## config.mk

```make
export PLATFORM = sky130hd
export DESIGN_NAME = ddao_mul
export DESIGN_NICKNAME = d
export VERILOG_FILES = /design/src/hdl/ddao_pkg.sv /design/src/hdl/ddao_mul.sv
export SDC_FILE = /design/constraint.sdc
export NUM_CORES = 1
export LEC_CHECK = 0
export BUFFER_PORTS_ARGS = -buffer_cell sky130_fd_sc_hd__buf_2
export CAP_MARGIN = 20
export CORE_MARGIN = 5
export CORE_UTILIZATION = 55
export CTS_CLUSTER_SIZE = 40
export DETAILED_ROUTE_END_ITERATION = 12
export GPL_ROUTABILITY_DRIVEN = 0
export PLACE_DENSITY = 0.86
export SYNTH_ARGS = -nofsm -noshare
export SYNTH_HDL_FRONTEND = slang
export SYNTH_SLANG_ARGS = --single-unit
export TNS_END_PERCENT = 100
```

## constraint.sdc

```tcl
create_clock -name clk_i -period 11.1 [get_ports clk_i]
set_input_delay 0.555 -clock clk_i [delete_from_list [all_inputs] [get_ports clk_i]]
set_output_delay 0.555 -clock clk_i [all_outputs]
set_load 0.05 [all_outputs]
```

## src/hdl/ddao_pkg.sv

```systemverilog
// shared types, constants and rounding helpers for the arc odometry block
package ddao_pkg;

  // cordic rotation count and derived widths
  localparam int ROTATION_STEPS = 16;
  localparam int STEP_W         = $clog2(ROTATION_STEPS + 1);
  localparam int ANG_W          = 34;

  // serial multiplier and divider widths
  localparam int MUL_AW = 50;
  localparam int MUL_BW = 34;
  localparam int MUL_PW = MUL_AW + MUL_BW;
  localparam int DIV_NW = 49;
  localparam int DIV_DW = 33;

  // angle constants, radians in Q29, gain in Q30
  localparam logic [DIV_DW-1:0]       TWO_PI_Q29      = 33'd3373259426;
  localparam logic signed [ANG_W-1:0] PI_Q29          = 34'sd1686629713;
  localparam logic signed [ANG_W-1:0] HALF_PI_Q29     = 34'sd843314857;
  localparam logic signed [ANG_W-1:0] CORDIC_GAIN_Q30 = 34'sd652032875;

  // arctangent of 2^-i in Q29
  localparam logic [28:0] ATAN_Q29 [32] = '{
    29'd421657428, 29'd248918915, 29'd131521918, 29'd66762579, 29'd33510843,
    29'd16771758, 29'd8387925, 29'd4194219, 29'd2097141, 29'd1048575,
    29'd524288, 29'd262144, 29'd131072, 29'd65536, 29'd32768, 29'd16384,
    29'd8192, 29'd4096, 29'd2048, 29'd1024, 29'd512, 29'd256, 29'd128,
    29'd64, 29'd32, 29'd16, 29'd8, 29'd4, 29'd2, 29'd1, 29'd1, 29'd0
  };

  // register indexes
  localparam logic REG_DPD = 1'b0;
  localparam logic REG_LAG = 1'b1;

  typedef logic signed [MUL_PW-1:0] prod_t;

  typedef struct packed {
    logic               cmd;
    logic signed [31:0] left_angle;
    logic signed [31:0] right_angle;
    logic signed [31:0] heading_in;
    logic signed [31:0] new_x;
    logic signed [31:0] new_y;
  } in_item_t;

  typedef struct packed {
    logic signed [31:0] pose_x;
    logic signed [31:0] pose_y;
    logic signed [31:0] pose_heading;
  } out_item_t;

  // add half an lsb, then floor shift
  function automatic prod_t rnd_shr(prod_t v, int unsigned n);
    return (v + (prod_t'(1) <<< (n - 1))) >>> n;
  endfunction

  // clamp to the 32-bit signed range
  function automatic logic signed [31:0] sat32(prod_t v);
    if (v > prod_t'(32'sh7fffffff)) begin
      return 32'sh7fffffff;
    end else if (v < prod_t'(32'sh80000000)) begin
      return 32'sh80000000;
    end
    return v[31:0];
  endfunction

endpackage

```

## src/hdl/ddao_mul.sv

```systemverilog
// bit-serial signed multiplier, one multiplier bit per cycle
module ddao_mul import ddao_pkg::*; (
  input  logic                     clk_i,
  input  logic                     rst_ni,
  input  logic                     start_i,
  input  logic signed [MUL_AW-1:0] a_i,
  input  logic signed [MUL_BW-1:0] b_i,
  output logic                     done_o,
  output prod_t                    p_o
);

  localparam int CNT_W = $clog2(MUL_BW);

  logic signed [MUL_AW-1:0] a_q;
  logic signed [MUL_AW+1:0] hi_q, addend, sum;
  logic [MUL_BW-1:0]        lo_q;
  logic [CNT_W-1:0]         cnt_q;
  logic                     busy_q, done_q, last;

  // add or, for the sign bit of b, subtract the multiplicand
  assign last   = cnt_q == CNT_W'(MUL_BW - 1);
  assign addend = lo_q[0] ? (MUL_AW+2)'(a_q) : '0;
  assign sum    = last ? hi_q - addend : hi_q + addend;

  always_ff @(posedge clk_i or negedge rst_ni) begin
    if (!rst_ni) begin
      a_q    <= '0;
      hi_q   <= '0;
      lo_q   <= '0;
      cnt_q  <= '0;
      busy_q <= 1'b0;
      done_q <= 1'b0;
    end else begin
      done_q <= 1'b0;
      if (start_i) begin
        a_q    <= a_i;
        hi_q   <= '0;
        lo_q   <= b_i;
        cnt_q  <= '0;
        busy_q <= 1'b1;
      end else if (busy_q) begin
        hi_q  <= sum >>> 1;
        lo_q  <= {sum[0], lo_q[MUL_BW-1:1]};
        cnt_q <= cnt_q + 1'b1;
        if (last) begin
          busy_q <= 1'b0;
          done_q <= 1'b1;
        end
      end
    end
  end

  assign done_o = done_q;
  assign p_o    = prod_t'({hi_q, lo_q});

endmodule

```

==> reports/qor.yml <==
synth_ff_type: "dfrtp_1"
cp_cell_sequence: "or4_4 > or3_1 > o21a_1 > nor2_1 > nor2_1 > or2_2 > o211ai_1 > ha_1 > a21o_1 > a221oi_1 > o21a_1 > o21ai_0 > a21oi_1 > o21ai_0 > o211a_1 > or3_1 > a32o_1"
holdWs_ns: 0.0855
die_w_um: 149
busiest_layer: "met2"
cts_resized: 0
r2r_cells: 17
cp_max_fo: 15
period_minus_slack_ns: 5.83
ys_seq_area_frac: 0.335
cts_setup_buffers: 0
required_ns: 11.41
rsz0062_at_grt: "no"
yosysTopAreaCellShare: 0.335
drive_gt1_frac: 0.225
cap_viol_max_count: 0
clk_path_buf_depth: 2
slowest_stage: "or4_4"
die_y_um: 149
clk_latency_ns: 0.43
num_rows: 51
synth_seq_cells: 143
vias: 9733
tritoncts: "yes"
r2r_start: "a_q[14]$_DFFE_PN0P_"
numCtsBuffers: 17
drtAntennaViolNets: 0
min_path_type: "input port to asynchronous set/reset pin"
cellLeakagePower_nw: 5.83
nets: 1449
met3_usage: 0.0763
layout_commonest_cell: "buf_2"
gr-usage-met2: 0.394
htreeDepth: 4
grt_pass1_wl_um: 46500
synth_cells: 1220
fill_cells: 1647
dp.final_hpwl_um: 21000
synth.area.top_cells: "dfrtp_1 (34%), ha_1 (6.3%), nand2_1 (5.5%), mux2_2 (5.4%), mux2i_1 (5.3%)"
grt_max_degree: 85
drt-pass1-iter-count: 7
track_usage: 0.256
cts_hold_buf: 0
finalSetupViolations: 0
port-buffer-count: 171
clk_pin_slew_ns: 0.06
clock_sinks: 143
drt_iter0_drc: 959
min_period_over_period: 0.526
die_area_mm2: 0.0223
use_met1: 0.340
synth-edff-count: 0
ctsRootBufferMaster: "clkbuf_16"
slew_violations: 0
viasPerCell: 6.14
ys_types: 72
status: "finished, final reports clean"
synth_fp_nets: 1362
tightest_slew_ns: 0.957
final_cell_mix: "buf_2 (169), nand2_1 (156), dfrtp_1 (141), o21ai_0 (105), nor2_1 (92)"
powerDensity_mw_per_mm2: 245
reg2reg_to: "hi_q[47]$_DFFE_PN0P_"
finalHoldViolCount: 0
endpoint_kind: "register"
grt-ovfl-total: 0
synth_largest_area_cell: "dfrtp_1"
vdd.ir_drop.worst_mv: 0.132
syn_area_per_cell_um2: 8.75
coreArea_mm2: 0.0193
async_flop_share: 1.00
worst_slack_ns: 5.27
critPathMaxStageDelay_ns: 0.59
drc: 0
criticalPathCategory: "register to register"
grt_pass1_vias: 9260
start_util: 0.554
dp_slack_ns: 5.46
rrSetupSlack_ns: 5.27
relSlewSlack: 0.361
wl_per_cell_um: 18.0
syn_to_final_growth_pct: 11.3
fin_setup_tns_ns: 0
path_buf_inv: 0
arrival_ns: 6.15
critPathLaunchType: "register"
antenna_found_initial: 3
netlist_area_mm2: 0.0107
cp_top_family: "compound AO/OA/AOI/OAI gates"
num_io_pins: 172
skew_ns: 0.00947
wl_um: 28500
ys.warnings.count: 0
fmax_mhz: 171
[state kept, by name, indices dropped and copies added, names as in the netlist]
name    cells
hi_q       51
a_q        50
lo_q       34
cnt_q       6
busy_q      1
done_o      1
[synth_stat cells (all sizes together) (3+ instances only)]
master   number
nand2       156
dfrtp       143
o21ai       105
nor2         93
a21oi        83
buf          59
mux2i        57
ha           54
mux2         51
clkbuf       50
xnor2        44
a21o         28
xor2         27
nand3        23
inv          19
nand4        16
or3          16
nor3         14
o21bai       13
a211oi       12
o21a         12
a31oi        11
nor4         11
o31ai        11
and3          8
or2           8
o211ai        7
or4           7
and2          6
a22oi         5
a31o          5
o2111ai       5
o311ai        5
o41ai         5
a211o         4
nand2b        4
nor2b         4
a221oi        3
o31a          3
[per-stage QoR]
stage | area (µm²) | instances | total power (W) | utilization
global route | 11900 | 1585 | 0.00309 | 0.616
global placement | 11300 | 1552 | 0.00226 | 0.585
floorplan | 10700 | 1220 | 0.00205 | -
detailed placement | 11300 | 1552 | 0.00229 | 0.585
finish | 11900 | 1586 | 0.00291 | 0.617
CTS | 11900 | 1584 | 0.00289 | 0.615
[power breakdown]
part	switching (W)	leakage (nW)	internal, W
Sequential	0.000119	1.76	0.000632
Clock	0.000255	0.287	0.000323
Combinational	0.00103	3.78	0.000549
[worst reg2reg max path, cell delays in order (launching register included)]
cell and delay [ns]:
dfrtp_1 0.42, or4_4 0.59, or3_1 0.42, o21a_1 0.21
nor2_1 0.27, nor2_1 0.11, or2_2 0.45, o211ai_1 0.15
ha_1 0.32, a21o_1 0.20, a221oi_1 0.59, o21a_1 0.32
o21ai_0 0.19, a21oi_1 0.38, o21ai_0 0.26, o211a_1 0.28
or3_1 0.30, a32o_1 0.25
[per-layer routing]
layer  vias to the layer above  part of all wire  routed length [µm]
li1                       4566                 -                   -
met1                      4553              0.41               11700
met2                       526              0.45               12900
met3                        82              0.11                3030
met4                         6             0.029                 829
met5                         -           0.00091                  26
[worst max path at each step]
stage                        startpoint              endpoint  cells past startpoint
global route        a_q[14]$_DFFE_PN0P_  hi_q[47]$_DFFE_PN0P_                     17
finish              a_q[14]$_DFFE_PN0P_  hi_q[47]$_DFFE_PN0P_                     17
global placement    a_q[14]$_DFFE_PN0P_  hi_q[47]$_DFFE_PN0P_                     17
detailed placement  a_q[14]$_DFFE_PN0P_  hi_q[47]$_DFFE_PN0P_                     17
floorplan           lo_q[0]$_DFFE_PN0P_  hi_q[47]$_DFFE_PN0P_                     23
CTS                 a_q[14]$_DFFE_PN0P_  hi_q[47]$_DFFE_PN0P_                     17
[cells by family after synthesis]
| family | share of synthesized area |
|---|---|
| compound gates | 0.201 |
| mux | 0.107 |
| xor+xnor | 0.0583 |
| fa+ha+maj | 0.0652 |
| simple gates | 0.164 |
| flops | 0.335 |
| buf+inv | 0.0696 |
[layout make-up]
class | count | area, µm² | share of cell area
diodes | 1 | 2.50 | 0.000211
clock buffers | 18 | 439 | 0.0370
flip-flops and latches | 143 | 3580 | 0.302
multi-input cells | 947 | 6360 | 0.535
clock inverters | 14 | 148 | 0.0124
well taps | 265 | 332 | 0.0279
repair buffers | 179 | 945 | 0.0795
inverters | 19 | 71.3 | 0.00600
Power figures use the tool's default switching activity.
