## config.mk

```make
export PLATFORM = sky130hd
export DESIGN_NAME = ddao_div
export DESIGN_NICKNAME = d
export VERILOG_FILES = /design/src/hdl/ddao_pkg.sv /design/src/hdl/ddao_div.sv
export SDC_FILE = /design/constraint.sdc
export NUM_CORES = 1
export LEC_CHECK = 0
export BUFFER_PORTS_ARGS = -buffer_cell sky130_fd_sc_hd__buf_4
export CAP_MARGIN = 20
export CELL_PAD_IN_SITES_DETAIL_PLACEMENT = 1
export CELL_PAD_IN_SITES_GLOBAL_PLACEMENT = 2
export CORE_UTILIZATION = 25
export CTS_BUF_LIST = sky130_fd_sc_hd__clkbuf_16
export DETAILED_ROUTE_END_ITERATION = 16
export PLACE_DENSITY = 0.64
export SYNTH_ARGS = -nofsm -noshare
export SYNTH_HDL_FRONTEND = slang
export SYNTH_SLANG_ARGS = --single-unit
export TNS_END_PERCENT = 30
```

## constraint.sdc

```tcl
create_clock -name clk_i -period 3 [get_ports clk_i]
set_clock_uncertainty 0.1 [all_clocks]
set_input_delay 0.6 -clock clk_i [delete_from_list [all_inputs] [get_ports clk_i]]
set_output_delay 0.6 -clock clk_i [all_outputs]
set_load 0.005 [all_outputs]
```

## src/hdl/ddao_pkg.sv

```systemverilog
// shared types, constants and rounding helpers for the arc odometry block
package ddao_pkg;

  // cordic rotation count and derived widths
  localparam int ROTATION_STEPS = 16;
  localparam int STEP_W         = $clog2(ROTATION_STEPS + 1);
  localparam int ANG_W          = 34;

  // serial multiplier and divider widths
  localparam int MUL_AW = 50;
  localparam int MUL_BW = 34;
  localparam int MUL_PW = MUL_AW + MUL_BW;
  localparam int DIV_NW = 49;
  localparam int DIV_DW = 33;

  // angle constants, radians in Q29, gain in Q30
  localparam logic [DIV_DW-1:0]       TWO_PI_Q29      = 33'd3373259426;
  localparam logic signed [ANG_W-1:0] PI_Q29          = 34'sd1686629713;
  localparam logic signed [ANG_W-1:0] HALF_PI_Q29     = 34'sd843314857;
  localparam logic signed [ANG_W-1:0] CORDIC_GAIN_Q30 = 34'sd652032875;

  // arctangent of 2^-i in Q29
  localparam logic [28:0] ATAN_Q29 [32] = '{
    29'd421657428, 29'd248918915, 29'd131521918, 29'd66762579, 29'd33510843,
    29'd16771758, 29'd8387925, 29'd4194219, 29'd2097141, 29'd1048575,
    29'd524288, 29'd262144, 29'd131072, 29'd65536, 29'd32768, 29'd16384,
    29'd8192, 29'd4096, 29'd2048, 29'd1024, 29'd512, 29'd256, 29'd128,
    29'd64, 29'd32, 29'd16, 29'd8, 29'd4, 29'd2, 29'd1, 29'd1, 29'd0
  };

  // register indexes
  localparam logic REG_DPD = 1'b0;
  localparam logic REG_LAG = 1'b1;

  typedef logic signed [MUL_PW-1:0] prod_t;

  typedef struct packed {
    logic               cmd;
    logic signed [31:0] left_angle;
    logic signed [31:0] right_angle;
    logic signed [31:0] heading_in;
    logic signed [31:0] new_x;
    logic signed [31:0] new_y;
  } in_item_t;

  typedef struct packed {
    logic signed [31:0] pose_x;
    logic signed [31:0] pose_y;
    logic signed [31:0] pose_heading;
  } out_item_t;

  // add half an lsb, then floor shift
  function automatic prod_t rnd_shr(prod_t v, int unsigned n);
    return (v + (prod_t'(1) <<< (n - 1))) >>> n;
  endfunction

  // clamp to the 32-bit signed range
  function automatic logic signed [31:0] sat32(prod_t v);
    if (v > prod_t'(32'sh7fffffff)) begin
      return 32'sh7fffffff;
    end else if (v < prod_t'(32'sh80000000)) begin
      return 32'sh80000000;
    end
    return v[31:0];
  endfunction

endpackage

```

## src/hdl/ddao_div.sv

```systemverilog
// restoring unsigned divider, one quotient bit per cycle
module ddao_div import ddao_pkg::*; (
  input  logic              clk_i,
  input  logic              rst_ni,
  input  logic              start_i,
  input  logic [DIV_NW-1:0] n_i,
  input  logic [DIV_DW-1:0] d_i,
  output logic              done_o,
  output logic [DIV_NW-1:0] q_o,
  output logic [DIV_DW-1:0] r_o
);

  localparam int CNT_W = $clog2(DIV_NW);

  logic [DIV_NW-1:0] q_q;
  logic [DIV_DW:0]   r_q, t, dx;
  logic [DIV_DW-1:0] d_q;
  logic [CNT_W-1:0]  cnt_q;
  logic              busy_q, done_q, ge, last;

  // shift in the next dividend bit and try a subtract
  assign t    = {r_q[DIV_DW-1:0], q_q[DIV_NW-1]};
  assign dx   = {1'b0, d_q};
  assign ge   = t >= dx;
  assign last = cnt_q == CNT_W'(DIV_NW - 1);

  always_ff @(posedge clk_i or negedge rst_ni) begin
    if (!rst_ni) begin
      q_q    <= '0;
      r_q    <= '0;
      d_q    <= '0;
      cnt_q  <= '0;
      busy_q <= 1'b0;
      done_q <= 1'b0;
    end else begin
      done_q <= 1'b0;
      if (start_i) begin
        q_q    <= n_i;
        r_q    <= '0;
        d_q    <= d_i;
        cnt_q  <= '0;
        busy_q <= 1'b1;
      end else if (busy_q) begin
        r_q   <= ge ? t - dx : t;
        q_q   <= {q_q[DIV_NW-2:0], ge};
        cnt_q <= cnt_q + 1'b1;
        if (last) begin
          busy_q <= 1'b0;
          done_q <= 1'b1;
        end
      end
    end
  end

  assign done_o = done_q;
  assign q_o    = q_q;
  assign r_o    = r_q[DIV_DW-1:0];

endmodule

```

==> flow_summary.toml <==
[clocking]
numCtsBuffers = 17
cts_max_level = 4
cts_tree = "built"
clk-insertion-delay-late_ns = 0.43
clk_pin_slew_ns = 0.07
cts.sinks = 123
cts_buffer_depth = 2
postCtsHoldBufs = 0
clk_root_buffer_cell = "clkbuf_16"

[drt]
vias = 6714
drt_pass1_iterations = 4
route.detailed.drc = 0
ant_nets = 0
vias_per_cell = 4.669
wl_per_cell_um = 16.27
routed_wl_mm = 23.39
drt_iter0_markers = 141

[grt]
grt_max_degree = 79
grtUsageMet1 = 0.1982
busiest_layer = "met2"
grt_overflow = 0
grt_pass1_wl_mm = 38.08
grtUsageMet2 = 0.2573
grt_use_met3 = 0.05490
antenna_found_initial = 0
track_usage = 0.1570
grt_pass1_vias = 7144

[pwr]
power.density_mw_per_mm2 = 912.8
cellLeakagePower_uw = 0.005256
finalPower_uw = 9357
ir_drop_mv = 0.3592

[outcome]
status = "finished clean"

[layout]
postLayoutCoreUtil = 0.3543
drive_above_1_share = 0.3046
fin_nets = 1162
stdcell_count = 1438
antenna_cells = 0
fillers = 3403
syn_to_final_growth_pct = 38.54

[setup_path]
worstSetupStartpointType = "register"
crit_arrival_ns = 3.08
slowest_delay_ns = 0.39
path_cells = "ha_2, fa_2, nand2b_4, a21oi_4, buf_6, o211ai_4, a31oi_4, a41oi_4, buf_12, or3b_1, a311oi_2"
ff2ff_path_depth = 11
worstPathMaxFanout = 4
endpoint_kind = "register"
critPathKind = "register to register"
cp_slowest_cell = "or3b_1"
crit_required_ns = 3.22

[floorplan]
die_h_um = 174.0
io_pins = 168
die-area_mm2 = 0.03029
core_mm2 = 0.02894
start_util = 0.2557
die_x_um = 174.0
rows = 62

[yosys]
yosys_warnings = 0
synth_area_mm2 = 0.007400
avgSynthCellArea_um2 = 8.915
ys_seq_area_frac = 0.4160
postSynthRegisterBits = 123
yosysUniqueCellTypes = 63
syn_inst = 830
synth-edff-count = 0
synth_ff_type = "dfrtp_1"
synthArstFlopShare = 1.000
syn-num-nets = 951

[sta]
tightest_slew_ns = 0.5916
setup_viol = 0
final_hold_viol_count = 0
maxSlewViolCount = 0
post-route-period-util = 0.9535
max_slew_margin = 0.6056
fin_crit_ns = 2.860
fmax_mhz = 349.6

[place]
port_buffers = 167
numPlacedInstances = 1398
dp_hpwl_mm = 17.12
gp_congestion = 0.7616

[hold_path]
min_path_type = "primary input to asynchronous set/reset pin"

[job]
maxCapViolCount = 0
==> worst max-delay path, delay by kind of cell (launching register included) <==
| kind | cells | cell delay, ns |
|---|---|---|
| compound gates | 5 | 0.90 |
| simple gates | 2 | 0.55 |
| fa+ha+maj | 2 | 0.54 |
| flops | 1 | 0.38 |
| buf+inv | 2 | 0.29 |
==> cells in the final DEF, fill, tap and decap left out, drive strengths merged, types with 25 or more instances in the layout <==
master	synthesis	final
a21oi	60	60
nor2	82	82
ha	35	35
dfrtp	123	123
a211oi	25	25
inv	43	53
o21ai	103	103
buf	14	239
nand2	114	114
mux2i	57	57
==> logic make-up (layout without fill, tap and decap cells) <==
kind of cell             count (synthesis)  count (layout)  synth area share
multiplexers                            60              60           0.08167
AO/OA/AOI/OAI                          238             238            0.2016
AND/OR/NAND/NOR                        249             249            0.1454
buffers and inverters                   93             317           0.05681
adder cells (fa/ha/maj)                 36              36           0.06189
flip-flops                             123             123            0.4160
XOR/XNOR                                31              31           0.03669
==> registers in the layout (all words and copies together) (netlist names) <==
name / count
r_q: 33
d_q: 33
done_o: 1
busy_q: 1
q_o: 49
cnt_q: 6
==> metrics by stage <==
step | setup slack [ns] | setup TNS [ns] | hold slack, ns | area (um2)
final | 0.1395 | 0 | 0.003674 | 10250
after global routing | -0.01498 | -0.01498 | 0.03091 | 10250
after CTS | -0.001375 | -0.001375 | 0.01635 | 9995
after detailed placement | -0.05712 | -0.1858 | 0.4175 | 9414
after global placement | 0.008950 | 0 | 0.3975 | 9414
after floorplan | 0.1923 | 0 | 0.2044 | 7400
==> synthesized netlist by cell type (3+ instances only) <==
cell           number  area (um2)
nand4_1             9       56.30
nand2_1           112       420.4
and3_1              4       25.02
nor2_1             82       307.8
xnor2_1            16       140.1
a41oi_1             3       26.28
inv_1              43       161.4
a211oi_1           24       180.2
nor3_1              8       40.04
mux2_2              3       33.78
clkbuf_1           32       120.1
a21oi_1            56       280.3
xor2_1             15       131.4
or3_1               3       18.77
dfrtp_1           123        3078
buf_6               3       33.78
o211ai_1            4       30.03
a21oi_2             4       35.03
mux2i_1            57       570.6
ha_1               35       437.9
dlygate4sd3_1       3       30.03
nor2b_1             7       43.79
o21ai_1             8       40.04
nand3_1             9       45.04
o21bai_1            4       30.03
buf_4               7       52.55
a311oi_1            4       35.03
o21ai_0            95       475.5
nand2b_1            4       25.02
a21o_1             11       82.58
==> area by class of cell <==
cell class	count	area [um2]	share of cell area
sequential	123	3082	0.3006
tap	384	480.5	0.04687
clock buffer	17	425.4	0.04150
clock inverter	15	145.1	0.01416
timing repair buffer	242	1929	0.1882
inverter	43	161.4	0.01575
multi-input combinational	614	4028	0.3929
==> power breakdown <==
part	internal (uW)	leakage (uW)	switching [uW]
Clock	1100	0.000278	943
Sequential	1960	0.00156	237
Combinational	2480	0.00342	2630
==> final timing paths <==
| kind | start | endpoint | slack [ns] |
|---|---|---|---|
| worst min register to register | d_q[31] | d_q[31] | 0.43 |
| worst min-delay path | rst_ni | d_q[7] | 0.004 |
| min in group clk_i | n_i[35] | q_o[35] | 0.27 |
| worst max-delay path | d_q[0] | r_q[11] | 0.14 |
| max in group asynchronous | rst_ni | q_o[19] | 2.11 |
| worst max register to register | d_q[0] | r_q[11] | 0.14 |
==> routing by layer <==
| metal | share of wire | up-vias |
|---|---|---|
| met3 | 0.066 | 16 |
| met1 | 0.47 | 3253 |
| li1 | - | 3312 |
| met5 | 0 | - |
| met4 | 0.011 | 0 |
| met2 | 0.46 | 133 |
==> timing repair <==
item | 4_1_cts | 5_1_grt
cloned | 0 | 3
pin swaps | 0 | 8
setup buffers | 0 | 5
resized for setup | 2 | 30
setup endpoints to repair | 15 | 34
endpoints found under the hold margin | 0 | 0
Power figures use the tool's default switching activity.
