$ cat config.mk
export PLATFORM = sky130hd
export DESIGN_NAME = ddao_cordic
export DESIGN_NICKNAME = d
export VERILOG_FILES = /design/src/hdl/ddao_pkg.sv /design/src/hdl/ddao_cordic.sv
export SDC_FILE = /design/constraint.sdc
export NUM_CORES = 1
export LEC_CHECK = 0
export ABC_AREA = 0
export BUFFER_PORTS_ARGS = -buffer_cell sky130_fd_sc_hd__buf_2
export CORE_ASPECT_RATIO = 0.6
export CORE_UTILIZATION = 59
export CTS_BUF_LIST = sky130_fd_sc_hd__clkbuf_8
export CTS_CLUSTER_DIAMETER = 80
export DETAILED_ROUTE_END_ITERATION = 8
export PLACE_DENSITY = 0.8
export SETUP_SLACK_MARGIN = 0.2
export SLEW_MARGIN = 0
export SYNTH_ARGS = -nofsm -noshare
export SYNTH_HDL_FRONTEND = slang
export SYNTH_SLANG_ARGS = --single-unit
$ cat constraint.sdc
create_clock -name clk_i -period 6.8 [get_ports clk_i]
set_input_delay 1.7 -clock clk_i [delete_from_list [all_inputs] [get_ports clk_i]]
set_output_delay 1.7 -clock clk_i [all_outputs]
set_load 0.1 [all_outputs]
$ cat src/hdl/ddao_pkg.sv
// shared types, constants and rounding helpers for the arc odometry block
package ddao_pkg;

  // cordic rotation count and derived widths
  localparam int ROTATION_STEPS = 16;
  localparam int STEP_W         = $clog2(ROTATION_STEPS + 1);
  localparam int ANG_W          = 34;

  // serial multiplier and divider widths
  localparam int MUL_AW = 50;
  localparam int MUL_BW = 34;
  localparam int MUL_PW = MUL_AW + MUL_BW;
  localparam int DIV_NW = 49;
  localparam int DIV_DW = 33;

  // angle constants, radians in Q29, gain in Q30
  localparam logic [DIV_DW-1:0]       TWO_PI_Q29      = 33'd3373259426;
  localparam logic signed [ANG_W-1:0] PI_Q29          = 34'sd1686629713;
  localparam logic signed [ANG_W-1:0] HALF_PI_Q29     = 34'sd843314857;
  localparam logic signed [ANG_W-1:0] CORDIC_GAIN_Q30 = 34'sd652032875;

  // arctangent of 2^-i in Q29
  localparam logic [28:0] ATAN_Q29 [32] = '{
    29'd421657428, 29'd248918915, 29'd131521918, 29'd66762579, 29'd33510843,
    29'd16771758, 29'd8387925, 29'd4194219, 29'd2097141, 29'd1048575,
    29'd524288, 29'd262144, 29'd131072, 29'd65536, 29'd32768, 29'd16384,
    29'd8192, 29'd4096, 29'd2048, 29'd1024, 29'd512, 29'd256, 29'd128,
    29'd64, 29'd32, 29'd16, 29'd8, 29'd4, 29'd2, 29'd1, 29'd1, 29'd0
  };

  // register indexes
  localparam logic REG_DPD = 1'b0;
  localparam logic REG_LAG = 1'b1;

  typedef logic signed [MUL_PW-1:0] prod_t;

  typedef struct packed {
    logic               cmd;
    logic signed [31:0] left_angle;
    logic signed [31:0] right_angle;
    logic signed [31:0] heading_in;
    logic signed [31:0] new_x;
    logic signed [31:0] new_y;
  } in_item_t;

  typedef struct packed {
    logic signed [31:0] pose_x;
    logic signed [31:0] pose_y;
    logic signed [31:0] pose_heading;
  } out_item_t;

  // add half an lsb, then floor shift
  function automatic prod_t rnd_shr(prod_t v, int unsigned n);
    return (v + (prod_t'(1) <<< (n - 1))) >>> n;
  endfunction

  // clamp to the 32-bit signed range
  function automatic logic signed [31:0] sat32(prod_t v);
    if (v > prod_t'(32'sh7fffffff)) begin
      return 32'sh7fffffff;
    end else if (v < prod_t'(32'sh80000000)) begin
      return 32'sh80000000;
    end
    return v[31:0];
  endfunction

endpackage

$ cat src/hdl/ddao_cordic.sv
// iterative cordic rotation giving sine and cosine, one step per cycle
module ddao_cordic import ddao_pkg::*; (
  input  logic                    clk_i,
  input  logic                    rst_ni,
  input  logic                    start_i,
  input  logic signed [ANG_W-1:0] angle_i,
  output logic                    done_o,
  output logic signed [ANG_W-1:0] sin_o,
  output logic signed [ANG_W-1:0] cos_o
);

  logic signed [ANG_W-1:0] x_q, y_q, z_q, sx, sy, at, z0;
  logic [STEP_W-1:0]       i_q;
  logic                    flip_q, flip0, busy_q, done_q, last;

  // fold the angle into the right half plane
  always_comb begin
    z0    = angle_i;
    flip0 = 1'b0;
    if (angle_i > HALF_PI_Q29) begin
      z0    = angle_i - PI_Q29;
      flip0 = 1'b1;
    end else if (angle_i < -HALF_PI_Q29) begin
      z0    = angle_i + PI_Q29;
      flip0 = 1'b1;
    end
  end

  assign sx   = x_q >>> i_q;
  assign sy   = y_q >>> i_q;
  assign at   = signed'(ANG_W'(ATAN_Q29[5'(i_q)]));
  assign last = i_q == STEP_W'(ROTATION_STEPS - 1);

  always_ff @(posedge clk_i or negedge rst_ni) begin
    if (!rst_ni) begin
      x_q    <= '0;
      y_q    <= '0;
      z_q    <= '0;
      i_q    <= '0;
      flip_q <= 1'b0;
      busy_q <= 1'b0;
      done_q <= 1'b0;
    end else begin
      done_q <= 1'b0;
      if (start_i) begin
        x_q    <= CORDIC_GAIN_Q30;
        y_q    <= '0;
        z_q    <= z0;
        flip_q <= flip0;
        i_q    <= '0;
        busy_q <= 1'b1;
      end else if (busy_q) begin
        // rotate toward zero residual angle
        if (z_q >= 0) begin
          x_q <= x_q - sy;
          y_q <= y_q + sx;
          z_q <= z_q - at;
        end else begin
          x_q <= x_q + sy;
          y_q <= y_q - sx;
          z_q <= z_q + at;
        end
        i_q <= i_q + 1'b1;
        if (last) begin
          busy_q <= 1'b0;
          done_q <= 1'b1;
        end
      end
    end
  end

  assign done_o = done_q;
  assign sin_o  = flip_q ? -y_q : y_q;
  assign cos_o  = flip_q ? -x_q : x_q;

endmodule

==> qor.csv <==
stage,metric,value,unit
run_status,outcome,"complete, no violations",
sta,Final period util,96.54,%
synthesis,yosys warns,0,
sta,Worst-Margin Slew,1.451,ns
place,Setup WS pre-CTS,0.2078,ns
detailed_routing,DRT iter0 DRCs,2901,
detailed_routing,Routed wire per std cell,26.23,um
clocking,Num CTS Buffers,9,
synthesis,Synth Net Count,2623,
detailed_routing,DR DRC count,0,
worst_setup_path,CP startpoint kind,flip-flop,
synthesis,Synth async-reset ratio,100.0,%
clocking,clock sinks,110,
synthesis,Post-Syn Instances,2465,
job,max_cap viols,0,
sta,final clock skew,0.02263,ns
clocking,cts-stage hold buffer count,0,
synthesis,register bit total from synthesis,110,
sta,Fmax achieved,152.3,MHz
grt,global-route wire length before repair,114700,um
synthesis,most frequent cell after synthesis,nand2_1,
clocking,clock root buffer,clkbuf_8,
sta,"Setup violations, final",0,
detailed_routing,Final ANT Viol Nets,0,
detailed_routing,First-pass DRT Iterations,9,
synthesis,Yosys top cell by area,dfrtp_1,
floorplan,Die Y,142.4,um
sta,max_slew headroom,2.397,%
sta,post-route setup slack,0.2350,ns
sta,Pins Over Slew Limit,0,
synthesis,share of the synthesized area in the top cell type,14.21,%
detailed_routing,via/cell ratio,7.134,
worst_setup_path,CP cell instances,buf_12 -> nand2b_1 -> o22ai_1 -> o311ai_1 -> a21oi_1 -> ha_1 -> o21ai_0 -> buf_4 -> ha_1 -> nor2b_1 -> o2111ai_1 -> a31o_2 -> a21oi_1 -> a41oi_1 -> a311oi_2 -> a311oi_2 -> o31ai_2 -> xnor2_1 -> or3_1 -> a21oi_1,
grt,grt total ovfl,0,
synthesis,Commonest cells post-synth,"226 x nand2_1, 191 x nor2_1, 178 x xnor2_1",
grt,vias in the first global route,18780,
place,HPWL after DPL,59530,um
worst_setup_path,Worst path most repeated cell,a21oi_1,
floorplan,# rows,50,
clocking,H-tree levels,3,
floorplan,Core ar.,31720,um2
worst_setup_path,Worst Path Required,7.18,ns
floorplan,Die Width,235.9,um
final_layout,area grow syn2layout,9.495,%
detailed_routing,Via Count,21100,
worst_setup_path,slowest CP cell,dfrtp_4,
clocking,clock buffer depth,2,
place,I/O Buffers,105,
worst_setup_path,Worst path max stage delay,0.61,ns
floorplan,IO Count,106,
sta,RSZ-0062 raised after global routing,yes,
clocking,Worst-Skew Late Latency,0.45,ns
grt,initial antenna violation count,1,
sta,final-report hold violation count,0,
synthesis,register area share after synthesis,14.21,%
clocking,CTS tree,yes,
worst_setup_path,Setup crit end kind,flip-flop,
grt,Tot GR Track Use,44.99,%
floorplan,Initial Util,61.07,%
grt,largest net degree at the start of global routing,68,
synthesis,Most used DFF post-synth,dfrtp_1,
clocking,"Reg clk slew, reported paths",0.13,ns
sta,fin crit period,6.565,ns
final_layout,net count reported at finish,2694,
synthesis,Post-synth EDFFs,0,
synthesis,syn avg cell area,7.858,um2
place,RePlAce Congestion,1.106,
final_layout,diode count,0,
worst_setup_path,CP max FO,41,
synthesis,count of cell types in the netlist,101,
synthesis,ranking of synthesized cells by area,"dfrtp_1 14%, xnor2_1 8.0%, ha_1 7.6%",
floorplan,die area,33590,um2
worst_setup_path,CP Data Arrival Time,6.94,ns
detailed_routing,routed wire length,77550,um
worst_setup_path,Crit Path Category,reg2reg,
final_layout,share of cells above drive strength 1,18.22,%
synthesis,cell area after synthesis,19370,um2
hold_path,Min-Delay Path Class,reg2reg,
layout make-up:
type	count	area, um2
Multi-Input combinational cell	2091	15700
Fill cell	2699	10510
Sequential cell	110	2773
Timing Repair Buffer	262	1808
Tap cell	416	520.5
Inverter	62	232.7
Clock buffer	9	123.9
Clock inverter	7	50.05
critical path, delay by kind of cell, from the launching register on:
kind | cells | cell delay [ns]
adder cells (fa/ha/maj) | 2 | 0.44
XOR/XNOR | 1 | 0.12
flip-flops | 1 | 0.61
buffers and inverters | 2 | 0.51
AO/OA/AOI/OAI | 12 | 3.86
AND/OR/NAND/NOR | 3 | 0.90
cell usage in the layout, fill, tap and decap left out, types with 34 or more instances in the layout:
| cell type | n |
|---|---|
| nand2_1 | 225 |
| nor2_1 | 190 |
| a21oi_1 | 176 |
| xnor2_1 | 176 |
| o21ai_0 | 171 |
| buf_4 | 150 |
| ha_1 | 110 |
| buf_2 | 103 |
| dfrtp_1 | 102 |
| mux2i_1 | 91 |
| xor2_1 | 80 |
| inv_1 | 61 |
| mux4_2 | 59 |
| a21o_1 | 58 |
| nand3_1 | 53 |
| nor3_1 | 43 |
| o31ai_1 | 39 |
| a31oi_1 | 39 |
| mux2_2 | 36 |
| nand2b_1 | 34 |
state kept, by name (all words and copies together) (netlist names):
name	count
done_o	1
y_q	34
i_q	5
flip_q	1
z_q	34
busy_q	1
x_q	34
cells by family (layout without fill, tap and decap cells):
logic type | after synthesis | in the layout | share of synthesized area (%)
AOI/OAI and AO/OA | 755 | 755 | 25.55
and+or+nand+nor | 753 | 753 | 19.09
buffers and inverters | 264 | 340 | 5.794
xor gates and xnor gates | 259 | 259 | 11.71
muxes | 203 | 203 | 15.72
adders and majority gates | 121 | 121 | 7.932
DFF | 110 | 110 | 14.21
repair_timing:
action | in CTS | in global routing
pin swaps | 2 | 15
gates cloned | 0 | 1
setup endpoints to repair | 1 | 17
buffers inserted | 6 | 11
gates resized for setup | 1 | 53
worst paths after layout:
| kind | slack (ns) | cells after the start | to | start |
|---|---|---|---|---|
| hold reg to reg | 0.61 | 2 | z_q[3] | z_q[3] |
| max in group asynchronous | 4.18 | 2 | busy_q | rst_ni |
| setup reg to reg | 0.23 | 20 | x_q[33] | i_q[2] |
| hold / removal | 0.61 | 2 | z_q[3] | z_q[3] |
| min in group asynchronous | 1.33 | 1 | z_q[21] | rst_ni |
| setup / recovery | 0.23 | 20 | x_q[33] | i_q[2] |
routing by layer:
| metal | vias to the layer above | global-route usage, % | share of wire, % |
|---|---|---|---|
| met5 | - | 0 | 0 |
| met4 | 0 | 9.426 | 2.4 |
| met3 | 156 | 20.97 | 17 |
| met2 | 1510 | 59.45 | 38 |
| met1 | 10140 | 65.15 | 43 |
| li1 | 9295 | - | - |
through the flow:
step	TNS, ns	area, um2	hold WS, ns	utilization (%)	instances
floorplan	0	19370	0.5310	-	2465
global placement	0	20650	0.5586	65.11	2923
detailed placement	0	20650	0.5738	65.11	2923
CTS	0	20880	0.6027	65.81	2945
global route	-0.005970	21210	0.6255	66.87	2957
finish	0	21210	0.6070	66.87	2957
Power is not shown: default switching activity piles up to over one toggle a cycle in this logic, so the estimate is an artifact.
